**src/design/hde_pkg.sv**
```systemverilog
`timescale 1ns / 1ps
// Shared types and constants for the histogram distance engine.
// No dependencies; imported by every module of the block.
package hde_pkg;

  localparam int MAX_BINS_DEF    = 4096;
  localparam int SAMPLE_BITS_DEF = 16;
  localparam int QUEUE_DEPTH_DEF = 4;

  localparam int FIELD_W = 16;
  localparam int DIST_W  = 28;
  localparam int METRIC_W = 2;

  localparam logic [DIST_W-1:0] DIST_MAX = '1;

  typedef enum logic [METRIC_W-1:0] {
    MET_EUCLID    = 2'd0,
    MET_MANHATTAN = 2'd1,
    MET_CHEBYSHEV = 2'd2
  } metric_e;

  typedef enum logic [2:0] {
    ST_RUN  = 3'b001,
    ST_SQRT = 3'b010,
    ST_FIN  = 3'b100
  } back_state_e;

  typedef struct packed {
    logic [FIELD_W-1:0] diff;
    logic               keep;
    logic               last;
    logic               ovf;
  } hde_item_t;

endpackage

```
**src/design/histogram_distance_engine_unit.sv**
```systemverilog
`timescale 1ns / 1ps
// Histogram distance engine, top level.
// Depends on hde_pkg, hde_front, hde_queue and hde_back.
//
// Usage:
//   s_axis: one bin pair per item; tlast marks the last pair of a vector.
//   m_axis: one distance item per vector, overflow flag in tuser.
//   cfg:    metric select write (0 euclidean, 1 manhattan, 2/3 chebyshev),
//           taken any cycle; write only while the block is idle.
// Throughput: one pair per cycle while the queue has room. At the end of a
// euclidean vector the back end runs a bit-per-cycle square root of
// (2*16 + clog2(MAX_BINS+1) + 1) / 2 steps (23 at the defaults) and then loads
// the output register; pairs keep entering the queue meanwhile until it fills.
// A manhattan or chebyshev result is loaded into the output register as the
// last pair leaves the queue; a euclidean result once the square root ends.
// Reset clears the accumulators, counters, queue pointers and control state
// and selects euclidean. When the receiver stalls, the result is held in the
// output register; the back end keeps accumulating the next vector and stalls
// only at its last pair, after which the queue fills and s_axis_tready drops.
module histogram_distance_engine_unit import hde_pkg::*; #(
  parameter int MAX_BINS    = MAX_BINS_DEF,
  parameter int SAMPLE_BITS = SAMPLE_BITS_DEF,
  parameter int QUEUE_DEPTH = QUEUE_DEPTH_DEF
) (
  input  logic                clk_i,
  input  logic                rst_ni,
  input  logic                s_axis_tvalid,
  output logic                s_axis_tready,
  input  logic [31:0]         s_axis_tdata,   // value_a [15:0], value_b [31:16]
  input  logic                s_axis_tlast,
  output logic                m_axis_tvalid,
  input  logic                m_axis_tready,
  output logic [31:0]         m_axis_tdata,   // distance [27:0], zeros [31:28]
  output logic                m_axis_tuser,   // overflow
  input  logic                cfg_valid_i,
  output logic                cfg_ready_o,
  input  logic [METRIC_W-1:0] cfg_data_i
);

  logic [METRIC_W-1:0] metric_q;
  logic                push, push_ready;
  hde_item_t           push_item, head_item;
  logic                head_valid, pop;
  logic [DIST_W-1:0]   distance;

  assign cfg_ready_o = 1'b1;

  always_ff @(posedge clk_i or negedge rst_ni) begin
    if (!rst_ni) begin
      metric_q <= MET_EUCLID;
    end else if (cfg_valid_i) begin
      metric_q <= cfg_data_i;
    end
  end

  hde_front #(
    .MAX_BINS    (MAX_BINS),
    .SAMPLE_BITS (SAMPLE_BITS)
  ) u_front (
    .clk_i        (clk_i),
    .rst_ni       (rst_ni),
    .in_valid_i   (s_axis_tvalid),
    .in_ready_o   (s_axis_tready),
    .value_a_i    (s_axis_tdata[15:0]),
    .value_b_i    (s_axis_tdata[31:16]),
    .last_i       (s_axis_tlast),
    .push_o       (push),
    .push_ready_i (push_ready),
    .item_o       (push_item)
  );

  hde_queue #(
    .DEPTH (QUEUE_DEPTH)
  ) u_queue (
    .clk_i        (clk_i),
    .rst_ni       (rst_ni),
    .push_i       (push),
    .push_ready_o (push_ready),
    .din_i        (push_item),
    .pop_valid_o  (head_valid),
    .pop_i        (pop),
    .dout_o       (head_item)
  );

  hde_back #(
    .MAX_BINS (MAX_BINS)
  ) u_back (
    .clk_i        (clk_i),
    .rst_ni       (rst_ni),
    .metric_i     (metric_q),
    .item_valid_i (head_valid),
    .pop_o        (pop),
    .item_i       (head_item),
    .out_valid_o  (m_axis_tvalid),
    .out_ready_i  (m_axis_tready),
    .distance_o   (distance),
    .overflow_o   (m_axis_tuser)
  );

  assign m_axis_tdata = {4'b0000, distance};

endmodule

```
**src/design/hde_front.sv**
```systemverilog
`timescale 1ns / 1ps
// Front end: accepts bin pairs, forms the absolute difference, counts pairs
// and classifies each item as kept or dropped. Depends on hde_pkg.
module hde_front import hde_pkg::*; #(
  parameter int MAX_BINS    = MAX_BINS_DEF,
  parameter int SAMPLE_BITS = SAMPLE_BITS_DEF
) (
  input  logic               clk_i,
  input  logic               rst_ni,
  input  logic               in_valid_i,
  output logic               in_ready_o,
  input  logic [FIELD_W-1:0] value_a_i,
  input  logic [FIELD_W-1:0] value_b_i,
  input  logic               last_i,
  output logic               push_o,
  input  logic               push_ready_i,
  output hde_item_t          item_o
);

  localparam int CW = $clog2(MAX_BINS + 1);
  localparam int SB_EFF = (SAMPLE_BITS < FIELD_W) ? SAMPLE_BITS : FIELD_W;
  localparam logic [FIELD_W-1:0] SMASK = {FIELD_W{1'b1}} >> (FIELD_W - SB_EFF);

  logic [CW-1:0]      count_q, count_d;
  logic               ovf_q, ovf_d;
  logic [FIELD_W-1:0] a, b;
  logic               full;
  logic               acc;

  assign a    = value_a_i & SMASK;
  assign b    = value_b_i & SMASK;
  assign full = (count_q >= CW'(MAX_BINS));

  assign in_ready_o = push_ready_i;
  assign push_o     = in_valid_i;
  assign acc        = in_valid_i & push_ready_i;

  always_comb begin
    item_o.diff = (a >= b) ? (a - b) : (b - a);
    item_o.keep = ~full;
    item_o.last = last_i;
    item_o.ovf  = ovf_q | full;
  end

  always_comb begin
    count_d = count_q;
    ovf_d   = ovf_q;
    if (acc) begin
      if (last_i) begin
        count_d = '0;
        ovf_d   = 1'b0;
      end else if (full) begin
        ovf_d = 1'b1;
      end else begin
        count_d = count_q + CW'(1);
      end
    end
  end

  always_ff @(posedge clk_i or negedge rst_ni) begin
    if (!rst_ni) begin
      count_q <= '0;
      ovf_q   <= 1'b0;
    end else begin
      count_q <= count_d;
      ovf_q   <= ovf_d;
    end
  end

endmodule

```
**src/design/hde_queue.sv**
```systemverilog
`timescale 1ns / 1ps
// Short item queue between front and back end.
// Depends on hde_pkg for the item type.
module hde_queue import hde_pkg::*; #(
  parameter int DEPTH = QUEUE_DEPTH_DEF
) (
  input  logic      clk_i,
  input  logic      rst_ni,
  input  logic      push_i,
  output logic      push_ready_o,
  input  hde_item_t din_i,
  output logic      pop_valid_o,
  input  logic      pop_i,
  output hde_item_t dout_o
);

  localparam int PW = $clog2(DEPTH);
  localparam logic [PW-1:0] LAST_PTR = PW'(DEPTH - 1);

  hde_item_t       mem_q [DEPTH];
  logic [PW-1:0]   wr_q, wr_d, rd_q, rd_d;
  logic [PW:0]     cnt_q, cnt_d;
  logic            do_push, do_pop;

  assign push_ready_o = (cnt_q != (PW+1)'(DEPTH));
  assign pop_valid_o  = (cnt_q != '0);
  assign do_push      = push_i & push_ready_o;
  assign do_pop       = pop_i & pop_valid_o;
  assign dout_o       = mem_q[rd_q];

  always_comb begin
    wr_d  = wr_q;
    rd_d  = rd_q;
    if (do_push) begin
      wr_d = (wr_q == LAST_PTR) ? '0 : wr_q + PW'(1);
    end
    if (do_pop) begin
      rd_d = (rd_q == LAST_PTR) ? '0 : rd_q + PW'(1);
    end
    cnt_d = cnt_q + (PW+1)'(do_push) - (PW+1)'(do_pop);
  end

  always_ff @(posedge clk_i) begin
    if (do_push) begin
      mem_q[wr_q] <= din_i;
    end
  end

  always_ff @(posedge clk_i or negedge rst_ni) begin
    if (!rst_ni) begin
      wr_q  <= '0;
      rd_q  <= '0;
      cnt_q <= '0;
    end else begin
      wr_q  <= wr_d;
      rd_q  <= rd_d;
      cnt_q <= cnt_d;
    end
  end

endmodule

```
**src/design/hde_back.sv**
```systemverilog
`timescale 1ns / 1ps
// Back end: accumulates squared and absolute differences and the largest
// difference, runs the iterative square root and holds the result item.
// Depends on hde_pkg.
module hde_back import hde_pkg::*; #(
  parameter int MAX_BINS = MAX_BINS_DEF
) (
  input  logic                clk_i,
  input  logic                rst_ni,
  input  logic [METRIC_W-1:0] metric_i,
  input  logic                item_valid_i,
  output logic                pop_o,
  input  hde_item_t           item_i,
  output logic                out_valid_o,
  input  logic                out_ready_i,
  output logic [DIST_W-1:0]   distance_o,
  output logic                overflow_o
);

  localparam int CW    = $clog2(MAX_BINS + 1);
  localparam int SW    = 2 * FIELD_W + CW;
  localparam int AW    = FIELD_W + CW;
  localparam int RW    = (SW + 1) / 2;
  localparam int REM_W = RW + 2;
  localparam int ITW   = $clog2(RW + 1);
  localparam int SQ_CW = ((RW > DIST_W) ? RW : DIST_W) + 1;
  localparam int AB_CW = ((AW > DIST_W) ? AW : DIST_W) + 1;

  back_state_e         state_q, state_d;
  logic [SW-1:0]       sq_q, sq_d, sq_next;
  logic [AW-1:0]       abs_q, abs_d, abs_next;
  logic [FIELD_W-1:0]  max_q, max_d, max_next;
  logic [2*RW-1:0]     rad_q, rad_d;
  logic [REM_W-1:0]    rem_q, rem_d;
  logic [RW-1:0]       root_q, root_d;
  logic [ITW-1:0]      it_q, it_d;
  logic                sovf_q, sovf_d;
  logic                ovld_q, ovld_d;
  logic [DIST_W-1:0]   odist_q, odist_d;
  logic                oovf_q, oovf_d;

  logic [2*FIELD_W-1:0] sq_term;
  logic                 out_free;
  logic                 pop;
  logic [REM_W+1:0]     rem_t, trial;
  logic [SQ_CW-1:0]     root_x;
  logic [AB_CW-1:0]     abs_x;
  logic [DIST_W-1:0]    root_sat, abs_sat;

  assign out_free = ~ovld_q | out_ready_i;
  assign pop      = item_valid_i & (state_q == ST_RUN) & (~item_i.last | out_free);
  assign pop_o    = pop;

  assign sq_term  = item_i.diff * item_i.diff;
  assign sq_next  = item_i.keep ? sq_q + SW'(sq_term) : sq_q;
  assign abs_next = item_i.keep ? abs_q + AW'(item_i.diff) : abs_q;
  assign max_next = (item_i.keep && item_i.diff > max_q) ? item_i.diff : max_q;

  assign rem_t = {rem_q, rad_q[2*RW-1 -: 2]};
  assign trial = (REM_W+2)'({root_q, 2'b01});

  assign root_x   = SQ_CW'(root_q);
  assign root_sat = (root_x > SQ_CW'(DIST_MAX)) ? DIST_MAX : DIST_W'(root_x);
  assign abs_x    = AB_CW'(abs_next);
  assign abs_sat  = (abs_x > AB_CW'(DIST_MAX)) ? DIST_MAX : DIST_W'(abs_x);

  always_comb begin
    state_d = state_q;
    sq_d    = sq_q;
    abs_d   = abs_q;
    max_d   = max_q;
    rad_d   = rad_q;
    rem_d   = rem_q;
    root_d  = root_q;
    it_d    = it_q;
    sovf_d  = sovf_q;
    ovld_d  = ovld_q & ~out_ready_i;
    odist_d = odist_q;
    oovf_d  = oovf_q;
    case (state_q)
      ST_RUN: begin
        if (pop) begin
          if (!item_i.last) begin
            sq_d  = sq_next;
            abs_d = abs_next;
            max_d = max_next;
          end else begin
            sq_d  = '0;
            abs_d = '0;
            max_d = '0;
            case (metric_i)
              MET_EUCLID: begin
                rad_d   = (2*RW)'(sq_next);
                rem_d   = '0;
                root_d  = '0;
                it_d    = ITW'(RW);
                sovf_d  = item_i.ovf;
                state_d = ST_SQRT;
              end
              MET_MANHATTAN: begin
                ovld_d  = 1'b1;
                odist_d = abs_sat;
                oovf_d  = item_i.ovf;
              end
              default: begin
                ovld_d  = 1'b1;
                odist_d = DIST_W'(max_next);
                oovf_d  = item_i.ovf;
              end
            endcase
          end
        end
      end
      ST_SQRT: begin
        rad_d = rad_q << 2;
        if (rem_t >= trial) begin
          rem_d  = REM_W'(rem_t - trial);
          root_d = {root_q[RW-2:0], 1'b1};
        end else begin
          rem_d  = REM_W'(rem_t);
          root_d = {root_q[RW-2:0], 1'b0};
        end
        it_d = it_q - ITW'(1);
        if (it_q == ITW'(1)) begin
          state_d = ST_FIN;
        end
      end
      ST_FIN: begin
        if (out_free) begin
          ovld_d  = 1'b1;
          odist_d = root_sat;
          oovf_d  = sovf_q;
          state_d = ST_RUN;
        end
      end
      default: begin
        state_d = ST_RUN;
      end
    endcase
  end

  always_ff @(posedge clk_i or negedge rst_ni) begin
    if (!rst_ni) begin
      state_q <= ST_RUN;
      sq_q    <= '0;
      abs_q   <= '0;
      max_q   <= '0;
      it_q    <= '0;
      ovld_q  <= 1'b0;
    end else begin
      state_q <= state_d;
      sq_q    <= sq_d;
      abs_q   <= abs_d;
      max_q   <= max_d;
      it_q    <= it_d;
      ovld_q  <= ovld_d;
    end
  end

  always_ff @(posedge clk_i) begin
    rad_q   <= rad_d;
    rem_q   <= rem_d;
    root_q  <= root_d;
    sovf_q  <= sovf_d;
    odist_q <= odist_d;
    oovf_q  <= oovf_d;
  end

  assign out_valid_o = ovld_q;
  assign distance_o  = odist_q;
  assign overflow_o  = oovf_q;

endmodule
```
**config.mk**
```make
export PLATFORM = sky130hd
export DESIGN_NAME = histogram_distance_engine_unit
export DESIGN_NICKNAME = d
export VERILOG_FILES = /design/src/design/hde_pkg.sv /design/src/design/histogram_distance_engine_unit.sv /design/src/design/hde_front.sv /design/src/design/hde_queue.sv /design/src/design/hde_back.sv
export SDC_FILE = /design/constraint.sdc
export NUM_CORES = 1
export LEC_CHECK = 0
export BUFFER_PORTS_ARGS = -buffer_cell sky130_fd_sc_hd__buf_2
export CAP_MARGIN = 20
export CORE_MARGIN = 1.5
export CORE_UTILIZATION = 35
export CTS_CLUSTER_DIAMETER = 120
export DETAILED_ROUTE_END_ITERATION = 7
export GPL_TIMING_DRIVEN = 0
export MAX_ROUTING_LAYER = met4
export PLACE_DENSITY_LB_ADDON = 0.25
export SLEW_MARGIN = 10
export SYNTH_ARGS = -nofsm -noshare
export SYNTH_HDL_FRONTEND = slang
export SYNTH_SLANG_ARGS = --single-unit
```
**constraint.sdc**
```tcl
create_clock -name clk_i -period 10.4 [get_ports clk_i]
set_input_delay 0.52 -clock clk_i [delete_from_list [all_inputs] [get_ports clk_i]]
set_output_delay 0.52 -clock clk_i [all_outputs]
set_load 0.005 [all_outputs]
```
==> out/results.txt <==
DRT Wirelength - 75480 um
Post-synth top area share - 22.13%
# port buffers - 70
Data required, critical path - 10.63 ns
Post-synth EDFFs - 200
Post-Syn Area - 0.02714 mm^2
RePlAce Congestion - 0.9004
Post-synth top flop - edfxtp_1
Worst slew margin - 15.90%
DP HPWL - 57520 um
Die width - 281.4 um
Final period util - 93.51%
Register area - 0.009060 mm^2
Via count - 20290
Clk sink count - 322
Worst-margin pin slew - 1.262 ns
Post-route DRC - 0
Setup TNS - 0 ns
Final hold viol count - 0
Syn Area/Cell - 9.747 um^2
Total Die Area - 0.07921 mm^2
Antenna viol nets, final - 0
Critical Path Source Type - flop
Cell taking the most area after synthesis - edfxtp_1
Clk Tree Root Cell - clkbuf_16
Largest net degree at the start of global routing - 71
CP arrival - 9.96 ns
First drt pass iteration count - 5
Area of the multi-input gates - 0.01578 mm^2
Synth area leaders - edfxtp_1, fa_1, dfrtp_1
Vias in the first global route - 20600
Via density - 5.119
Async set-reset flop share out of synthesis - 37.89%
Total GRT Usage - 20.01%
Synthesized flop and latch total - 322
Setup violators final - 0
Global-route wire length before repair - 118900 um
Mapped Cells - 2784
Core area - 0.07633 mm^2
Chip height - 281.4 um
Initial core utilization - 35.55%
CTS buffer count - 37
Setup WS pre-CTS - 0.7355 ns
CP max FO - 12
ANT cells - 0
Synth top cells by count - inv_1, nand2_1, ha_1
CTS clock-pin slew for the worst setup and hold paths - 0.06 ns
Distinct cells, synth - 90
Nets - 3350
Maxcap violations - 0
Fill cells - 7719
H-tree depth - 2
DRT iter0 DRCs - 1279
Max frequency - 0.1028 GHz
Sequential area share after synthesis - 33.39%
RSZ-0062 raised after global routing - false
Max Root-Sink Buffers - 3
Final worst setup slack - 0.6750 ns
Row Count - 101
DR WL/cell - 19.05 um
Clock Skew - 0.02504 ns
Fin. max-slew vios - 0
Layout cells sized above 1 - 8.046%
Crit path capture type - flop
Area added between synthesis and finish - 11.05%
Critical path class - flop to flop
Initial antenna violation count - 0
Most common cell in the netlist - inv_1
Skew-Pair Late Insertion Delay - 0.56 ns
Grt total ovfl - 0
Ports - 76
CTS tree - done
Worst Hold Class - input pin to flop
Min cycle time layout - 9.725 ns
Yosys warning count - 0
Status - finished, final reports clean
layer usage:
layer / GRT usage (%) / vias up / share of wire (%) / routed length, um
met5: - / - / 0 / 0
met4: 5.156 / 0 / 2.4 / 1782
met3: 2.047 / 98 / 4.3 / 3275
met2: 32.42 / 457 / 47 / 35510
met1: 26.78 / 10020 / 46 / 34910
li1: - / 9716 / - / -
worst paths after layout:
| path | start | end | slack, ns | cells after the start |
|---|---|---|---|---|
| max in group asynchronous | rst_ni | u_back.max_q[3] | 9.08 | 3 |
| min in group asynchronous | rst_ni | metric_q[0] | 0.51 | 2 |
| setup reg to reg | u_queue.rd_q[1] | u_back.rad_q[43] | 0.68 | 26 |
| setup / recovery | u_queue.rd_q[1] | u_back.rad_q[43] | 0.68 | 26 |
| hold reg to reg | u_back.sq_q[27] | u_back.sq_q[27] | 0.50 | 2 |
| hold / removal | cfg_data_i[1] | metric_q[1] | 0.20 | 2 |
timing repair:
item	in CTS	in global routing
hold endpoints to repair	52	0
gates resized for setup	0	0
hold buffers	1	0
buffers inserted	0	0
registers in the layout, indices dropped and copies added (netlist names), 3 cells and up:
| signal | flops |
|---|---|
| u_front.count_q | 13 |
| u_queue.cnt_q | 3 |
| u_back.root_q | 23 |
| u_back.it_q | 5 |
| u_back.abs_q | 29 |
| u_back.sq_q | 45 |
| u_queue.mem_q | 76 |
| u_back.distance_o | 28 |
| u_back.rem_q | 25 |
| u_back.max_q | 16 |
| u_back.rad_q | 46 |
| u_back.state_q | 3 |
area by class of cell:
type,instances,share of cell area [%]
Buffer,120,1.715
Clock buffer,44,3.160
Sequential cell,322,30.06
Clock inverter,23,0.7266
Tap cell,1030,4.277
Inverter,482,6.004
Timing Repair Buffer,79,1.690
Multi-Input combinational cell,1863,52.36
layout by cell type, fill, tap and decap left out, types with 17 or more instances in the layout:
| cell | synthesis | final |
|---|---|---|
| xor2_1 | 38 | 38 |
| xnor2_1 | 69 | 69 |
| mux2i_1 | 53 | 53 |
| dfrtp_1 | 121 | 121 |
| a31oi_1 | 27 | 27 |
| fa_1 | 198 | 198 |
| nand2_1 | 253 | 252 |
| buf_2 | 24 | 93 |
| and3_1 | 31 | 31 |
| and2_1 | 47 | 47 |
| o21a_1 | 26 | 26 |
| a211oi_1 | 26 | 26 |
| ha_1 | 207 | 207 |
| a21o_1 | 39 | 39 |
| nand3_1 | 50 | 50 |
| clkbuf_1 | 77 | 84 |
| o31ai_1 | 17 | 17 |
| o211ai_1 | 22 | 22 |
| nor2_1 | 141 | 141 |
| edfxtp_1 | 200 | 200 |
| nand4_1 | 18 | 18 |
| or3_1 | 28 | 28 |
| o21ai_1 | 21 | 21 |
| nor3_1 | 29 | 29 |
| a22o_1 | 44 | 44 |
| o21ai_0 | 129 | 128 |
| clkbuf_16 | 0 | 37 |
| inv_1 | 482 | 482 |
| a21oi_1 | 142 | 142 |
worst max-delay path, cell delays in order, from the launching register on:
cell,delay [ns]
dfrtp_1,0.34
buf_4,0.21
buf_1,0.61
mux2i_1,0.16
nand2_1,0.09
o21ai_0,0.30
inv_1,0.62
clkbuf_1,0.99
nand2_1,0.29
fa_1,0.57
inv_1,0.05
fa_1,0.47
fa_1,0.51
fa_1,0.52
fa_1,0.55
inv_1,0.05
fa_1,0.52
inv_1,0.04
ha_1,0.37
nand2_1,0.13
o31ai_2,0.37
nand4_1,0.22
a2111oi_4,0.45
o41ai_4,0.23
a211oi_2,0.32
xnor2_1,0.21
a21oi_1,0.18
per-stage QoR:
step	std cells	instance area (um^2)	util, %	hold slack, ns
global placement	3887	28790	37.71	0.4624
global route	3963	30140	39.48	0.1874
floorplan	2787	27150	-	0.2244
finish	3963	30140	39.48	0.2018
CTS	3962	30120	39.46	0.1691
detailed placement	3894	28940	37.91	0.4859
logic make-up (layout without fill, tap and decap cells):
| group | Yosys count | count (layout) | synth area share [%] |
|---|---|---|---|
| AND/OR/NAND/NOR | 656 | 656 | 11.32 |
| AO/OA/AOI/OAI | 609 | 609 | 15.34 |
| buffers and inverters | 602 | 748 | 8.572 |
| adder cells (fa/ha/maj) | 405 | 405 | 24.15 |
| flip-flops | 322 | 322 | 33.39 |
| XOR/XNOR | 107 | 107 | 3.454 |
| multiplexers | 81 | 81 | 3.753 |
| other | 2 | 5 | 0.02768 |
Power is not shown: default switching activity piles up to over one toggle a cycle in this logic, so the estimate is an artifact.
